==> src/sv/wma_pkg.sv <==
// Shared types and constants for the windowed moving average block.
package wma_pkg;

    localparam int SAMPLE_W = 32;
    localparam int CFG_W    = 5;
    localparam int CNT_W    = 5;

    localparam logic ACT_ADD     = 1'b0;
    localparam logic ACT_SET_ALL = 1'b1;

    localparam logic [CFG_W-1:0] WLEN_RESET = 5'd16;

    typedef struct packed {
        logic                       action;
        logic signed [SAMPLE_W-1:0] sample;
    } in_word_t;

    typedef struct packed {
        logic signed [SAMPLE_W-1:0] average;
        logic [CNT_W-1:0]           held_count;
        logic                       empty_res;
    } out_word_t;

    typedef logic [CFG_W-1:0] cfg_word_t;

    typedef struct packed {
        logic add;
        logic set_all;
        logic rotate;
    } cell_ctrl_t;

endpackage

==> src/sv/wma_cell.sv <==
// One cell of the sample chain: a held sample and its occupied flag.
module wma_cell (
    input  logic                          clk,
    input  logic                          rst_n,
    input  wma_pkg::cell_ctrl_t           ctrl,
    input  logic                          keep,
    input  logic signed [wma_pkg::SAMPLE_W-1:0] set_sample,
    input  logic signed [wma_pkg::SAMPLE_W-1:0] prev_sample,
    input  logic                          prev_occ,
    output logic signed [wma_pkg::SAMPLE_W-1:0] sample,
    output logic                          occ
);
    import wma_pkg::*;

    logic signed [SAMPLE_W-1:0] sample_reg;
    logic signed [SAMPLE_W-1:0] sample_next;
    logic                       occ_reg;
    logic                       occ_next;

    always_comb
    begin
        sample_next = sample_reg;
        occ_next    = occ_reg;
        if (ctrl.add)
        begin
            sample_next = prev_sample;
            occ_next    = keep;
        end
        else if (ctrl.rotate)
        begin
            sample_next = prev_sample;
            occ_next    = prev_occ;
        end
        else if (ctrl.set_all && occ_reg)
        begin
            sample_next = set_sample;
        end
    end

    always_ff @(posedge clk or negedge rst_n)
    begin
        if (!rst_n)
        begin
            occ_reg <= 1'b0;
        end
        else
        begin
            occ_reg <= occ_next;
        end
    end

    always_ff @(posedge clk)
    begin
        sample_reg <= sample_next;
    end

    assign sample = sample_reg;
    assign occ    = occ_reg;

endmodule

==> config.mk <==
export PLATFORM = sky130hd
export DESIGN_NAME = wma_cell
export DESIGN_NICKNAME = d
export VERILOG_FILES = /design/src/sv/wma_pkg.sv /design/src/sv/wma_cell.sv
export SDC_FILE = /design/constraint.sdc
export NUM_CORES = 1
export LEC_CHECK = 0
export BUFFER_PORTS_ARGS = -buffer_cell sky130_fd_sc_hd__buf_2
export CORE_AREA = 5 5 65 67
export CTS_BUF_LIST = sky130_fd_sc_hd__clkbuf_4
export DETAILED_ROUTE_END_ITERATION = 10
export DIE_AREA = 0 0 70 72
export PLACE_DENSITY = 0.8
export SLEW_MARGIN = 20
export SYNTH_ARGS = -nofsm -noshare
export SYNTH_HDL_FRONTEND = slang
export SYNTH_SLANG_ARGS = --single-unit
==> constraint.sdc <==
create_clock -name clk -period 2 [get_ports clk]
set_input_delay 0.1 -clock clk [delete_from_list [all_inputs] [get_ports clk]]
set_output_delay 0.1 -clock clk [all_outputs]
set_load 0.1 [all_outputs]
# [Word level (Yosys, flattened, before mapping)]
# Cells that the tools add are included.
[word_totals] reg_bits=33 in_bits=71 output_inout_bits=33 word_cells=10
[op_classes] n_mux=5 n_reduce_logical=3
[op_table] cell="32-bit two-way mux" count=3
[op_table] cell="3-bit nonzero test" count=1
[op_table] cell="1-bit two-way mux" count=2
[op_table] cell="2-bit nonzero test" count=1
[op_table] cell="1-bit logical AND" count=1

# [Longest topological paths before layout]
[logic_depth] depth_word=4 ltp_mapped=3 mapped_depth_nobuf=2

# [Least setup slack after synthesis]
# Ideal clock, no wire load.
[synth_path] path_type="reg-to-reg" from="register occ_reg, in the netlist occ" to="register sample_reg[0], in the netlist sample[0], enable pin" setup_time_ps=389 arrival_time_ps=1755 t_required_ps=1611 setup_slack_ps=-144 stages_incl_launch_ff=3 path_buffers=0 synth_period_minus_slack_ps=2144 path_cell_list="dfrtp_1 nand2_1 nand2_1"
[synth_via] elab_chain_cells=2
[synth_rtl] element="from (decl)" line_no="wma_cell.sv:17" source="logic occ_reg;"
[synth_rtl] element="from (signal assigned)" line_no="wma_cell.sv:48" source="occ_reg <= occ_next;"
[synth_rtl] element="1-bit logical AND" line_no="wma_cell.sv:34" source="else if (ctrl.set_all && occ_reg)"
[synth_rtl] element="3-bit nonzero test (no line)"
[synth_rtl] element="to (signal assigned)" line_no="wma_cell.sv:54" source="sample_reg <= sample_next;"
[synth_rtl] element="to (decl)" line_no="wma_cell.sv:15" source="logic signed [SAMPLE_W-1:0] sample_reg;"
# Every way passes these cells.
# A chain may end at the register's enable or synchronous reset.

# [Worst setup path in the final report]
[layout_path] from="register occ_reg, in the netlist occ" to="output occ"
[layout_rtl] element="to (decl)" line_no="wma_cell.sv:11" source="output logic occ"
# No word-level cell between the ends.

==> results.md <==
- The flow ran to the end, and the final reports show no timing, DRC or antenna violations.
- In the final layout, the share of cells above drive strength 1 is 0.791.
- The remaining number of nets flagged by the antenna check after routing is 0.
- The global placer's final weighted congestion is between 0.7 and 0.8.
- Clock latency on the worst-skew pair, taken at its later pin, is between 0.3 and 0.4 ns.
- The root cell of the clock tree is clkbuf_4.
- The buffer and inverter count on the worst path is 1.
- The H-tree depth is 2.
- The number of sinks on the clock net is 33.
- The power density over cell area is slightly above 900 nW/um^2.
- The total cell area at the placement stage is just over 2000 um^2.
- IR analysis of the VDD net gives a maximum drop of about 0.47 mV.
- STA classifies the critical path startpoint as a flop.
- The total grt overflow is 0.
- The minimum hold slack is roughly 0.038 ns.
- The wire length after detailed routing is between 3000 and 4000 um.
- The count of unresolved DRC violations after routing is 0.
- In the final timing run, aggregate negative setup slack is 0 ns.
- The sequential cell area in the final layout is 986 um^2.
- Setup repair after global routing left no endpoint under its margin.
- In the post-synthesis netlist, the biggest area contributors are edfxtp_1 67%, mux2_2 24%, buf_6 2.4%, mux2_4 2.1%, dfrtp_1 1.8%.
- The number of antenna diodes in the final layout is 0.
- Pin placement for this block handled between 100 and 150 I/O pins.
- The total of endpoints with negative setup slack in the final report is 0.
- The top cell type by total area after synthesis is edfxtp_1.
- The count of state elements after synthesis is 33.
- The half-perimeter wire length after detailed placement is roughly 2800 um.
- Synthesis produced 74 cells.
- The post-synthesis cell area is 1430 um^2.
- Of the synthesized area, sequential elements account for 0.692.
- The area share of the largest cell type after synthesis is 0.674.
- The die extent in x is around 70 um.
- Buffers inserted during clock tree synthesis total 5.
- After clock tree synthesis, the clock-pin slew on the worst setup and hold paths is approximately 0.1 ns.
- The number of antenna violations at the first check in global routing was 0.
- The hold violation total from the final report is 0.
- The critical path is of the flop to primary output type.
- The pre-antenna-repair detailed-routing pass consisted of 4 iterations.
- Counting along the longest clock path gives a buffer depth of 2.
- The post-synthesis to final-layout area growth is 46.8%.
- The count of hold buffers inserted by post-cts repair is 2.
- The first global-routing pass estimated 5230 um of wire.
- The number of global-route vias before repair is 1163.
- The vertical die dimension is roughly 72 um.
- The leakage component of the power is 0.957 nW.
- The clock tree from TritonCTS is yes.
- The final period utilization is 0.615.
- The count of pins over their slew limit came to 0.
- The clock period could shrink to approximately 1.2 ns.
- In this run the worst path has a maximum fanout of 3.
- The initial utilization of the core area, before any placement, comes to 0.398.
- In the layout the commonest cells are 103 x buf_2, 32 x edfxtp_1, 30 x mux2_2.
- Post-CTS repair changed the size of 0 cells.
- Dividing the detail-routed wire length by the instance count gives 14.7 um.
- Summing over every cut layer, the via total after detailed routing is about 1100.
- The largest single stage delay on the critical path is 0.43 ns.
- At the end of the flow, the number of nets in the layout was roughly 260.
- The worst min-delay path class is input port to flop.
- For this run, the top clock speed supported by timing is 812 MHz.
- The cell row count is 22.
- The average cell area after synthesis is 19.3 um^2.
- The kind of cell with the highest combined delay on the critical path is buffers and inverters.
- The number of nets in the synthesized netlist is 145.
- The critical path goes through buf_2.
- With fillers left out, the area of the finished cells amounts to 2090 um^2.
- The required time of the critical path is around 1.9 ns.
- In this run, the number of DRC markers left after iteration 0 of detailed routing was 34.
- The total area inside the core boundary comes to 3580 um^2.
- Entering global routing, the biggest net connects 24 pins.
- The slowest stage of the critical path belongs to the cell buf_2.
- The die covers roughly 5000 um^2.
- The worst pin sits at a relative slew slack of 0.667.
- Buffers placed on the I/O ports in this run total 103.
- The signal arrival time at the worst endpoint is 1.13 ns.
- The global-route usage over all layers is 0.137.
- The total power is 1.90 mW.
- The slew at the pin closest to its max-slew limit is between 0.5 and 0.6 ns.
- The final setup skew is between 0.009 and 0.01 ns.
- The library cell used most frequently in the layout, excluding fill and tap cells, is buf_2.
- Dividing the detail-routed via count by the number of cells gives 4.54.
- The category of the worst setup path capture point is a primary output.
- The count of different cell masters after synthesis is 9.
- The tool flagged a number of max-cap violations equal to 0.
- The number of flip-flops in the largest register is 32.
- Counting the fill cells in the layout gives 312.
- The footprint of the multi-input gates is ~400 um^2.
- Buffers added to address setup during post-CTS repair amount to 0.
- During synthesis, Yosys emitted a total of 0 warnings.
[kinds of logic (layout without fill, tap and decap cells)]
| logic type | count (synthesis) | count (layout) | synth area share |
|---|---|---|---|
| simple gates | 4 | 4 | 0.0158 |
| compound gates | 1 | 1 | 0.00351 |
| mux | 33 | 33 | 0.265 |
| buf+inv | 3 | 116 | 0.0237 |
| flops | 33 | 33 | 0.692 |
[power breakdown]
part	total, mW	internal, mW	switching (mW)
Combinational	0.692	0.149	0.543
Sequential	0.848	0.833	0.0150
Clock	0.361	0.148	0.214
Total	1.90	1.13	0.771
[final cells by class]
type	count	share of cell area
clock buffer	6	0.0215
sequential	33	0.471
multi-input combinational	38	0.195
tap	48	0.0287
timing repair buffer	108	0.279
clock inverter	2	0.00478
[synthesized netlist by cell type]
cell type	count
edfxtp_1	32
mux2_2	30
buf_6	3
nand2_1	3
mux2_4	2
dfrtp_1	1
mux2i_1	1
nor2_4	1
o21ai_0	1
[stage by stage]
stage | instances | util | setup WS, ns
2_1_floorplan | 74 | - | 0.108
3_3_place_gp | 225 | 0.564 | 0.735
3_5_place_dp | 225 | 0.564 | 0.691
4_1_cts | 235 | 0.585 | 0.748
5_1_grt | 235 | 0.585 | 0.686
6_report | 235 | 0.585 | 0.769
[final timing paths]
| path | slack [ns] | end | depth (start not counted) | from |
|---|---|---|---|---|
| worst max register to register | 0.81 | sample[11]$_DFFE_PP_ | 3 | occ$_DFFE_PN0P_ |
| worst max-delay path | 0.77 | occ | 1 | occ$_DFFE_PN0P_ |
| min in group asynchronous | 0.07 | occ$_DFFE_PN0P_ | 2 | rst_n |
| max in group asynchronous | 1.85 | occ$_DFFE_PN0P_ | 2 | rst_n |
| worst min register to register | 0.63 | occ$_DFFE_PN0P_ | 2 | occ$_DFFE_PN0P_ |
| worst min-delay path | 0.04 | occ$_DFFE_PN0P_ | 2 | ctrl[2] |
[per-layer routing]
| metal | share of wire | track usage | up-vias |
|---|---|---|---|
| li1 | - | - | 514 |
| met1 | 0.35 | 0.129 | 479 |
| met2 | 0.52 | 0.250 | 68 |
| met3 | 0.10 | 0.0582 | 6 |
| met4 | 0.026 | 0.0766 | 0 |
| met5 | 0 | 0 | - |
Note: power is estimated with default switching activity, not from simulation.
