**src/sv/wma_pkg.sv**
```systemverilog
// Shared types and constants for the windowed moving average block.
package wma_pkg;

    localparam int SAMPLE_W = 32;
    localparam int CFG_W    = 5;
    localparam int CNT_W    = 5;

    localparam logic ACT_ADD     = 1'b0;
    localparam logic ACT_SET_ALL = 1'b1;

    localparam logic [CFG_W-1:0] WLEN_RESET = 5'd16;

    typedef struct packed {
        logic                       action;
        logic signed [SAMPLE_W-1:0] sample;
    } in_word_t;

    typedef struct packed {
        logic signed [SAMPLE_W-1:0] average;
        logic [CNT_W-1:0]           held_count;
        logic                       empty_res;
    } out_word_t;

    typedef logic [CFG_W-1:0] cfg_word_t;

    typedef struct packed {
        logic add;
        logic set_all;
        logic rotate;
    } cell_ctrl_t;

endpackage

```
**src/sv/wma_div.sv**
```systemverilog
// Restoring divider, one quotient bit a cycle; signed dividend, truncates toward zero.
module wma_div #(
    parameter int SUM_W = 37
) (
    input  logic                                clk,
    input  logic                                rst_n,
    input  logic                                start,
    input  logic signed [SUM_W-1:0]             dividend,
    input  logic [wma_pkg::CNT_W-1:0]           divisor,
    output logic                                done,
    output logic signed [wma_pkg::SAMPLE_W-1:0] quotient
);
    import wma_pkg::*;

    localparam int CTR_W = $clog2(SUM_W + 1);

    logic [SUM_W-1:0] quo_reg;
    logic [SUM_W-1:0] quo_next;
    logic [CNT_W-1:0] rem_reg;
    logic [CNT_W-1:0] rem_next;
    logic [CTR_W-1:0] ctr_reg;
    logic [CTR_W-1:0] ctr_next;
    logic             neg_reg;
    logic             neg_next;
    logic             busy_reg;
    logic             busy_next;
    logic             done_reg;
    logic             done_next;
    logic [CNT_W:0]   trial;
    logic [CNT_W:0]   trial_sub;
    logic             fits;
    logic [SUM_W-1:0] quo_signed;

    always_comb
    begin
        trial     = {rem_reg, quo_reg[SUM_W-1]};
        trial_sub = trial - {1'b0, divisor};
        fits      = (trial >= {1'b0, divisor});

        quo_next  = quo_reg;
        rem_next  = rem_reg;
        ctr_next  = ctr_reg;
        neg_next  = neg_reg;
        busy_next = busy_reg;
        done_next = 1'b0;

        if (start)
        begin
            quo_next  = dividend[SUM_W-1] ? (~dividend + 1'b1) : dividend;
            rem_next  = '0;
            ctr_next  = CTR_W'(SUM_W);
            neg_next  = dividend[SUM_W-1];
            busy_next = 1'b1;
        end
        else if (busy_reg)
        begin
            quo_next = {quo_reg[SUM_W-2:0], fits};
            rem_next = fits ? trial_sub[CNT_W-1:0] : trial[CNT_W-1:0];
            ctr_next = ctr_reg - 1'b1;
            if (ctr_reg == CTR_W'(1))
            begin
                busy_next = 1'b0;
                done_next = 1'b1;
            end
        end
    end

    always_ff @(posedge clk or negedge rst_n)
    begin
        if (!rst_n)
        begin
            busy_reg <= 1'b0;
            done_reg <= 1'b0;
            ctr_reg  <= '0;
        end
        else
        begin
            busy_reg <= busy_next;
            done_reg <= done_next;
            ctr_reg  <= ctr_next;
        end
    end

    always_ff @(posedge clk)
    begin
        quo_reg <= quo_next;
        rem_reg <= rem_next;
        neg_reg <= neg_next;
    end

    assign quo_signed = neg_reg ? (~quo_reg + 1'b1) : quo_reg;
    assign quotient   = quo_signed[SAMPLE_W-1:0];
    assign done       = done_reg;

endmodule

```
**config.mk**
```make
export PLATFORM = sky130hd
export DESIGN_NAME = wma_div
export DESIGN_NICKNAME = d
export VERILOG_FILES = /design/src/sv/wma_pkg.sv /design/src/sv/wma_div.sv
export SDC_FILE = /design/constraint.sdc
export NUM_CORES = 1
export LEC_CHECK = 0
export ABC_AREA = 1
export BUFFER_PORTS_ARGS = -buffer_cell sky130_fd_sc_hd__buf_2
export CORE_MARGIN = 4
export CORE_UTILIZATION = 40
export DETAILED_ROUTE_END_ITERATION = 16
export HOLD_SLACK_MARGIN = 0.1
export SLEW_MARGIN = 30
export SYNTH_ARGS = -nofsm -noshare
export SYNTH_HDL_FRONTEND = slang
export SYNTH_SLANG_ARGS = --single-unit
```
**constraint.sdc**
```tcl
create_clock -name clk -period 2.2 [get_ports clk]
set_input_delay 0.44 -clock clk [delete_from_list [all_inputs] [get_ports clk]]
set_output_delay 0.44 -clock clk [all_outputs]
set_load 0.05 [all_outputs]
```
Yosys cells after proc, flatten, opt, wreduce, memory -nomap -nowiden

Cells that the tools add are included.

Output and inout bits: 33
Input port bits: 45
Word-level logic and storage cells: 28
Flip-flop bits (word level): 51

Equality and inequality tests: 1
$lt $le $gt $ge: 1
Muxes and demuxes: 13
Add/sub/neg operators: 4
Bitwise gates (word level): 2
Reductions and logical operators: 1

Operator list:

| cell                                             | count |
|---|---|
| two-way mux 37 bit                               | 3 |
| adder 37 x 1 -> 37 bit, second input constant    | 1 |
| inverter 37 bit                                  | 1 |
| adder 32 x 1 -> 32 bit, second input constant    | 1 |
| two-way mux 32 bit                               | 1 |
| inverter 32 bit                                  | 1 |
| two-way mux 6 bit                                | 2 |
| == test 6 x 1 -> 1 bit, second input constant    | 1 |
| greater-or-equal comparator 6 x 5 -> 1 bit       | 1 |
| two-way mux 1 bit                                | 6 |
| subtractor 6 x 1 -> 6 bit, second input constant | 1 |
| two-way mux 5 bit                                | 1 |
| subtractor 5 bit                                 | 1 |
| nonzero test 2 bit                               | 1 |

Longest topological paths before layout

Gate-level depths: netlist of run 1.

Word-level depth: 4
Depth in mapped cells: 11
Depth with buffers taken out: 11

Least setup slack after synthesis of run 1

No wires, ideal clock.

Kind: reg-to-output
From: register quo_reg[0]
To: output quotient[14] (netlist bit)
Setup slack: -0.239 ns
Cell stages (with the launch flop): 8
Data arrival time: 1.999 ns
Required time: 1.760 ns
Path buffers: 0
Cells stage by stage: edfxtp_1 > inv_1 > ha_1 > nand3_1 > nor2_2 > nand3b_1 > o21ai_2 > xor2_1

Cells in the longest elaborated chain, start to end: 3

RTL lines:

| element                  | line          | text |
|---|---|---|
| start: declaration       | wma_div.sv:17 | `logic [SUM_W-1:0] quo_reg;` |
| start signal: assignment | wma_div.sv:86 | `quo_reg <= quo_next;` |
| inverter 32 bit          | wma_div.sv:91 | `assign quo_signed = neg_reg ? (~quo_reg + 1'b1) : quo_reg;` |
| adder 32 x 1 -> 32 bit   | wma_div.sv:91 |  |
| two-way mux 32 bit       | wma_div.sv:91 |  |
| end: declaration         | wma_div.sv:11 | `output logic signed [wma_pkg::SAMPLE_W-1:0] quotient` |

No other way between the ends.

Final worst setup path of run 1

From: register quo_reg[1]
To: output quotient[16] (netlist bit)

The elaborated chain is that of the path after synthesis.

==> results of run 1 <==
[layout make-up]
type / instances / share of cell area, %
inverters: 80 / 5.09
flip-flops and latches: 51 / 24.4
clock inverters: 3 / 0.339
repair buffers: 134 / 16.8
clock buffers: 5 / 1.17
well taps: 136 / 2.88
multi-input cells: 513 / 49.3
[per-layer routing]
metal / global-route usage [%] / wire, µm / up-vias
met2: 35.0 / 6460 / 116
met3: 2.83 / 639 / 20
li1: - / - / 2386
met5: 0 / 0 / -
met4: 5.37 / 301 / 0
met1: 25.1 / 5850 / 2152
[power by group through the flow]
stage	Combinational, mW	Sequential [mW]	Clock, mW
floorplan	1.30	1.31	0
global placement	1.76	1.33	0
detailed placement	1.79	1.34	0
CTS	2.02	1.32	0.565
global route	2.35	1.36	0.596
finish	2.16	1.34	0.550
[cells in the mapped netlist (9+ instances only)]
| cell type | number | area, µm² |
|---|---|---|
| inv_1 | 76 | 285 |
| o21ai_1 | 19 | 95.1 |
| ha_1 | 9 | 113 |
| nand3_1 | 71 | 355 |
| xor2_1 | 29 | 254 |
| o21ai_0 | 33 | 165 |
| edfxtp_1 | 38 | 1140 |
| nand2_1 | 190 | 713 |
| nor2_1 | 92 | 345 |
| nand4_1 | 9 | 56.3 |
[kinds of logic (layout without fill, tap and decap cells)]
| logic type | after synthesis | in the layout | synth area share, % |
|---|---|---|---|
| AOI/OAI and AO/OA | 75 | 75 | 9.62 |
| xor gates and xnor gates | 37 | 37 | 7.39 |
| adders and majority gates | 10 | 10 | 3.03 |
| buffers and inverters | 97 | 222 | 8.90 |
| DFF | 51 | 51 | 32.9 |
| and+or+nand+nor | 391 | 391 | 38.2 |
[what timing repair did]
item	4_1_cts	5_1_grt
resized for setup	87	53
hold buffers	1	0
buffers inserted	14	19
hold endpoints to repair	8	0
setup endpoints to repair	25	30
pin swaps	15	27
cloned	0	0
[per-stage QoR]
step,instance area [µm²],setup TNS (ns),util [%],power [mW]
finish,5900,-2.92,56.2,4.04
global route,5900,-5.87,56.2,4.31
CTS,5590,-2.29,53.2,3.91
detailed placement,5120,-0.0881,48.7,3.13
global placement,5120,0,48.7,3.10
floorplan,4460,-0.623,-,2.61
[path summary, 6_finish.rpt]
path	startpoint	end	slack, ns
min	start	ctr_reg[2]$_DFFE_PN0P_	0.44
min in group asynchronous	rst_n	busy_reg$_DFF_PN0_	0.49
max	quo_reg[1]$_DFFE_PP_	quotient[16]	-0.22
max reg2reg	quo_reg[36]$_DFFE_PP_	rem_reg[2]$_SDFFE_PP0P_	0.27
min reg2reg	rem_reg[4]$_SDFFE_PP0P_	rem_reg[4]$_SDFFE_PP0P_	0.47
max in group asynchronous	rst_n	ctr_reg[5]$_DFFE_PN0P_	1.55
[critical path, delay by kind of cell (launching register included)]
family	cells	cell delay [ns]
flip-flops	1	0.43
AO/OA/AOI/OAI	2	0.32
adder cells (fa/ha/maj)	1	0.15
buffers and inverters	2	0.26
AND/OR/NAND/NOR	5	0.50
==> impl_metrics.ini, run 1 <==
[pwr]
ir_worst_vdd_v = 0.000482
power_switching_mw = 1.79
p_per_area_mw_per_mm2 = 685
power_leakage_nw = 2.74
pwr-share-comb_pct = 53.3
internal_power_mw = 2.25
power_frac_clock_pct = 13.6
sw_frac_of_total_pct = 44.4
p_seq_share_pct = 33.1

[timing]
fin_crit_sh_pct = 110
clock_skew_ns = 0.00256
grt_setup_unrepaired = true
fmax_mhz = 412
finalHoldViolCount = 0
worst_pin_slew_ns = 0.549
period_needed_ns = 2.42
timing.hold.ws_ns = 0.440
final.setup.worst_slack_ns = -0.225
drv_slew = 0
slew_headroom_pct = 63.4
setup_viol = 24

[logic_synthesis]
ys_seq_area_share_pct = 32.9
syn_area_mm2 = 0.00438
synthFlopType = edfxtp_1
synth-edff-count = 38
syn_nets = 716
syn_avg_cell_area_um2 = 6.63
ys_ff_latch = 51
synth_cells = 661
synth_cell_types = 37
synthArstFlopShare_pct = 15.7
yosys_warnings = 0

[route]
num_vias = 4674
antenna_left = 0
drt_iter0_drc = 342
drtPass1Iterations = 5
routed_wl_um = 13300
wl_per_cell_um = 14.4
viasPerCell = 5.07
drcViolationCount = 0

[placed_design]
pre_cts_ws_ns = -0.0396
dpl.hpwl_um = 10000
globalplace.congestion = 0.856
placed_cells = 881
portBuffers = 77

[worst_setup_path]
path_cells = inv_2, ha_4, nand3_4, nor2_4, nand3b_1, o21ai_2, o21ai_1, nand2_1, nand2_1, buf_6
crit_required_ns = 1.76
criticalPathCategory = reg2out
path_max_fanout = 4
timing.critical_path.mode_cell = nand2_1
r2r_cells = 11
crit_slowest_cell = edfxtp_1
cp.arrival_ns = 1.98
start_kind = flop
slowest_delay_ns = 0.43
cp-end-kind = output pin

[final_layout]
drive_above_1_share_pct = 29.6
antennaDiodeCount = 0
seqCellArea_mm2 = 0.00144
nNetsFinal = 840
final_common_cell = nand2_1
synthToLayoutAreaGrowth_pct = 34.6
fillers = 1014
final_cell_mix = 171 x nand2_1, 71 x nor2_1, 69 x inv_1, 66 x nand3_1, 61 x buf_4
largest_reg_flops = 37
multi_input_area_mm2 = 0.00291
fin_cells = 922

[floorplanning]
initial_core_util_pct = 41.7
fp.coreArea_mm2 = 0.0105
io-pin-count = 78
die_x_um = 113
dieHeight_um = 113
rows = 37
die_area_mm2 = 0.0127

[global_routing]
grt_pass1_wl_um = 20700
grt_pass1_vias = 4401
track_usage_pct = 19.7
grt_overflow_total = 0
antenna_found_initial = 0
grt_max_degree = 42

[clock_tree]
cts_made_buffers = 5
clkTransAtPathRegs_ns = 0.10
cts_tree = built
cts_buffer_depth = 2
insertion_delay_ns = 0.30
root_buffer = clkbuf_8
clkSinkCount = 51
cts_max_level = 2

[hold_path]
whs_path_depth = 3
hold_class = in2reg

[outcome]
status = complete, but fails checks
violations = negative setup slack

[flow_run]
drv_cap = 0
(Power assumes the default switching activity.)
==> run 2, diff against run 1 <==
--- a/config.mk
+++ b/config.mk
@@ -5,7 +5,6 @@
 export SDC_FILE = /design/constraint.sdc
 export NUM_CORES = 1
 export LEC_CHECK = 0
-export ABC_AREA = 1
 export BUFFER_PORTS_ARGS = -buffer_cell sky130_fd_sc_hd__buf_2
 export CORE_MARGIN = 4
 export CORE_UTILIZATION = 40
==> run 2 against run 1 <==
  * The flow still finishes with violations (negative setup slack)
  * Critical path depth shrank 5
  * Worst hold slack gained 0.038 ns
  * Sequential power is essentially flat
  * Clock-buffer cell count is the same
  * Combinational power grew 3%
  * Largest power group unchanged
==> impl_metrics.ini, run 2 <==
[outcome]
status = complete, but fails checks
violations = negative setup slack

[global_routing]
track_usage_pct = 21.6
grt_max_degree = 47
grt_pass1_vias = 4393
grt_pass1_wl_um = 22200
antenna_found_initial = 0
grt_overflow_total = 0

[logic_synthesis]
syn_area_mm2 = 0.00420
yosysTopAreaCellShare_pct = 27.1
synth_cell_types = 57
synthArstFlopShare_pct = 15.7
synth-edff-count = 38
ys_ff_latch = 51
yosys_warnings = 0
synth.area.top_cells = edfxtp_1 27%, xnor2_1 7.1%, or4_1 5.0%
ys_seq_area_share_pct = 34.3
synth_cells = 491
synthFlopType = edfxtp_1
netlist_top_cells_count = 45 x nor2_1, 38 x edfxtp_1, 34 x xnor2_1
synth.most_common_cell = nor2_1
syn_avg_cell_area_um2 = 8.56
synth_area_leader_cell = edfxtp_1
syn_nets = 546

[route]
drcViolationCount = 0
routed_wl_um = 14600
wl_per_cell_um = 18.2
num_vias = 4699
drtPass1Iterations = 6
antenna_left = 0
viasPerCell = 5.86
drt_iter0_drc = 366

[final_layout]
synthToLayoutAreaGrowth_pct = 61.3
final_cell_mix = 99 x buf_4, 46 x buf_2, 45 x nor2_1, 42 x buf_6, 38 x edfxtp_1
fin_cells = 802
antennaDiodeCount = 0
drive_above_1_share_pct = 46.7
fillers = 825
nNetsFinal = 720
final_common_cell = buf_4
largest_reg_flops = 37

[floorplanning]
die_area_mm2 = 0.0122
io-pin-count = 78
fp.coreArea_mm2 = 0.0103
initial_core_util_pct = 40.9
dieHeight_um = 111
rows = 37
die_x_um = 111

[worst_setup_path]
path_max_fanout = 4
cp-end-kind = output pin
start_kind = flop
r2r_slack_ns = 0.13
cp.arrival_ns = 2.44
criticalPathCategory = reg2out
crit_required_ns = 1.76

[placed_design]
portBuffers = 77
dpl.hpwl_um = 9850
pre_cts_ws_ns = -0.462
globalplace.congestion = 0.856
placed_cells = 776

[timing]
finalHoldViolCount = 0
worst_pin_slew_ns = 0.503
slew_headroom_pct = 66.0
final.setup.worst_slack_ns = -0.678
fin_tns_setup_ns = -12.22
period_needed_ns = 2.88
grt_setup_unrepaired = true
clock_skew_ns = 0.00734
fin_crit_sh_pct = 131
fmax_mhz = 347
setup_viol = 29
drv_slew = 0

[clock_tree]
cts_max_level = 2
cts_buffer_depth = 2
cts_made_buffers = 5
insertion_delay_ns = 0.31
cts_tree = built
clkTransAtPathRegs_ns = 0.09
clkSinkCount = 51
root_buffer = clkbuf_8

[pwr]
ir_worst_vdd_v = 0.000347
p_per_area_mw_per_mm2 = 606
power_leakage_nw = 2.86
power.total_mw = 4.11

[flow_run]
drv_cap = 0

[hold_path]
hold_class = reg2reg
run 2: cell count changes in the layout (fill, tap and decap cells not counted), sizes merged, moves of 12 or more:
cell   delta
a31oi    +12
buf      +60
inv      -58
nand2   -163
nand3    -43
nor2     -58
nor2b    +13
o21ai    -37
o41ai    +18
or3      +19
or4      +30
xnor2    +26
xor2     -14
run 2: cell families (layout without fill, tap and decap cells):
kind of cell / after synthesis / after routing / synth area share (%)
buffers and inverters: 51 / 224 / 4.85
flip-flops: 51 / 51 / 34.3
AND/OR/NAND/NOR: 215 / 217 / 27.7
adder cells (fa/ha/maj): 10 / 10 / 3.15
multiplexers: 1 / 1 / 0.238
XOR/XNOR: 49 / 49 / 10.2
AO/OA/AOI/OAI: 114 / 114 / 19.6
run 2: worst max-delay path, stage by stage (launching register included):
cell and delay (ns):
edfxtp_1 0.40, or4_4 0.56, or4_4 0.45, o41ai_4 0.38, xnor2_2 0.16, buf_6 0.18
run 2: per-layer routing:
layer / wire (µm) / track usage, % / vias to the layer above
met5: 0 / 0 / -
met4: 312 / 4.68 / 0
met3: 828 / 2.58 / 26
met2: 7190 / 36.1 / 182
met1: 6250 / 30.0 / 2246
li1: - / - / 2245
run 2: what timing repair did:
action                     4_1_cts  5_1_grt
cloned                           3        2
pin swaps                       23       16
buffers inserted                 9        4
resized for setup              112       52
hold buffers                     1        0
setup endpoints to repair       33       39
hold endpoints to repair         8        0
run 2: area by class of cell:
cell class	count	area, µm²	area share, %
inverters	20	98.8	1.46
repair buffers	196	1610	23.7
clock inverters	3	18.8	0.277
multi-input cells	391	3380	49.8
clock buffers	5	68.8	1.01
flip-flops and latches	51	1440	21.3
well taps	136	170	2.51
run 2: final timing paths:
path                                            to                    start  cells past startpoint
setup / recovery                      quotient[31]    quo_reg[27]$_DFFE_PP_                      5
hold / removal             rem_reg[4]$_SDFFE_PP0P_  rem_reg[4]$_SDFFE_PP0P_                      2
setup reg to reg           rem_reg[0]$_SDFFE_PP0P_    quo_reg[36]$_DFFE_PP_                      8
hold reg to reg            rem_reg[4]$_SDFFE_PP0P_  rem_reg[4]$_SDFFE_PP0P_                      2
max in group asynchronous   ctr_reg[3]$_DFFE_PN0P_                    rst_n                      2
min in group asynchronous   ctr_reg[0]$_DFFE_PN0P_                    rst_n                      2
run 2: through the flow:
step	instance area, µm²	hold WS, ns	utilization, %
global placement	5800	0.288	56.5
finish	6780	0.478	66.0
detailed placement	5800	0.291	56.5
floorplan	4630	0.144	-
CTS	6460	0.480	62.9
global route	6780	0.511	66.0
run 2: where the power goes:
part | switching, mW | internal (mW) | leakage (nW)
sequential | 0.130 | 1.19 | 0.537
combinational | 1.27 | 0.962 | 2.27
clock | 0.332 | 0.225 | 0.0483
total | 1.73 | 2.38 | 2.86
==> run 3, diff against run 2 <==
==> constraint.sdc (replaced) <==
create_clock -name clk -period 3.7 [get_ports clk]
set_input_delay 0.74 -clock clk [delete_from_list [all_inputs] [get_ports clk]]
set_output_delay 0.74 -clock clk [all_outputs]
set_load 0.05 [all_outputs]
==> run 3 against run 2 <==
  * The flow now finishes without violations
  * First-iteration DRC count fell by 34%
  * Via count fell by 14%
  * Clock-buffer cell count did not move
  * Critical path depth rose by 1
  * Global-route usage fell by 2.9 points
  * Clock power fell by 26%
  * Wire length fell by 20%
  * Register-to-register slack improved by 1.4 ns
  * Critical endpoint unchanged
  * Largest cell class unchanged
  * Highest routed layer unchanged
==> impl_metrics.ini, run 3 (synthesis gave the netlist of run 2 again) <==
[outcome]
status = finished clean

[clock_tree]
post-cts-setup-buffers = 0
clkSinkCount = 51
insertion_delay_ns = 0.31
cts_hold_buffers = 0
cts_made_buffers = 5
clkTransAtPathRegs_ns = 0.10
cts_max_level = 2
cts_buffer_depth = 2
cts_tree = built
cts.repair.resized = 0
root_buffer = clkbuf_8

[floorplanning]
die_x_um = 111
dieHeight_um = 111
io-pin-count = 78
initial_core_util_pct = 40.9
die_area_mm2 = 0.0122
fp.coreArea_mm2 = 0.0103
rows = 37

[timing]
fin_crit_sh_pct = 95.5
timing.hold.ws_ns = 0.252
drv_slew = 0
worst_pin_slew_ns = 0.893
period_needed_ns = 3.53
finalHoldViolCount = 0
clock_skew_ns = 0.00873
slew_headroom_pct = 40.5
fmax_mhz = 283
grt_setup_unrepaired = false
fin_tns_setup_ns = 0
setup_viol = 0

[final_layout]
multi_input_area_mm2 = 0.00256
drive_above_1_share_pct = 19.2
largest_reg_flops = 37
synthToLayoutAreaGrowth_pct = 14.6
fillers = 1016
nNetsFinal = 606
antennaDiodeCount = 0
utilization_pct = 46.9
seqCellArea_mm2 = 0.00144
final_common_cell = buf_2
final_cell_mix = 77 x buf_2, 45 x nor2_1, 38 x edfxtp_1, 34 x xnor2_1, 31 x nand2_1
fin_cells = 688

[worst_setup_path]
r2r-start = quo_reg[36]$_DFFE_PP_
start_kind = flop
path_max_fanout = 8
worst-path-buf-inv = 2
crit_slowest_cell = or4_1
r2r_slack_ns = 1.55
cp-end-kind = output pin
cp_top_family = simple AND/OR/NAND/NOR gates
crit_required_ns = 2.96
slowest_delay_ns = 0.58
r2r_cells = 8
rr_endpoint = rem_reg[3]$_SDFFE_PP0P_
path_cells = or3_1, or4_1, o41ai_1, buf_4, xnor2_1, buf_2
criticalPathCategory = reg2out
cp.arrival_ns = 2.79

[route]
drtPass1Iterations = 6
wl_per_cell_um = 16.9
drt_iter0_drc = 241
routed_wl_um = 11600
num_vias = 4052
antenna_left = 0
drcViolationCount = 0
viasPerCell = 5.89

[placed_design]
placed_cells = 680
portBuffers = 77
globalplace.congestion = 0.862
dpl.hpwl_um = 8600

[global_routing]
grt_overflow_total = 0
met2_usage_pct = 29.2
grt-busiest-layer = met2
grtUsageMet1_pct = 27.2
track_usage_pct = 18.7
met3_usage_pct = 3.62
grt_pass1_wl_um = 19400
grt_max_degree = 52
grt_pass1_vias = 3732
antenna_found_initial = 0

[pwr]
p_per_area_mw_per_mm2 = 430
ir_worst_vdd_v = 0.000235
power.total_mw = 2.07
power_leakage_nw = 1.80

[flow_run]
drv_cap = 0

[hold_path]
hold_class = in2async
## run 3: cell count changes in the layout (fill, tap and decap cells not counted), moves of 10 or more
cell,delta
buf_2,+31
buf_4,-93
buf_6,-42
o41ai_1,+13
o41ai_4,-11
or4_1,+10
or4_4,-11
xnor2_1,+25
xnor2_2,-23
## run 3: worst max path at each step
stage	from	end	slack, ns	cells past startpoint
5_1_grt	quo_reg[10]$_DFFE_PP_	quotient[31]	0.02	6
4_1_cts	quo_reg[12]$_DFFE_PP_	quotient[31]	0.16	6
3_5_place_dp	dividend[0]	quo_reg[34]$_DFFE_PP_	0.44	7
3_3_place_gp	dividend[0]	quo_reg[34]$_DFFE_PP_	0.54	7
2_1_floorplan	quo_reg[12]$_DFFE_PP_	quotient[31]	0.69	5
6_report	quo_reg[12]$_DFFE_PP_	quotient[31]	0.17	6
## run 3: area by class of cell
| cell class | count | area share [%] |
|---|---|---|
| Sequential cell | 51 | 29.9 |
| Inverter | 20 | 1.56 |
| Multi-Input combinational cell | 389 | 53.2 |
| Timing Repair Buffer | 84 | 9.35 |
| Clock inverter | 3 | 0.987 |
| Clock buffer | 5 | 1.43 |
| Tap cell | 136 | 3.53 |
## run 3: stage by stage
stage                     area [µm²]  worst slack (ns)
after global placement          4700             0.541
after CTS                       4810             0.163
after floorplan                 4200             0.686
after detailed placement        4700             0.441
final                           4820             0.166
after global routing            4820            0.0249
## run 3: power by group
part / internal, mW / switching, mW
Sequential: 0.710 / 0.106
Clock: 0.205 / 0.204
Combinational: 0.280 / 0.567
Total: 1.20 / 0.877
## run 3: per-layer routing
layer	up-vias	share of wire (%)
met3	9	6.9
met5	-	0
met1	1894	48
li1	2006	-
met4	0	0.74
met2	143	45
## run 3: worst reg2reg max path: stages, from the launching register on
cell	delay (ns)
edfxtp_1	0.37
inv_1	0.09
ha_1	0.18
inv_1	0.06
fa_1	0.40
a21o_1	0.21
a22oi_1	0.29
a2111oi_0	0.17
a211o_1	0.29
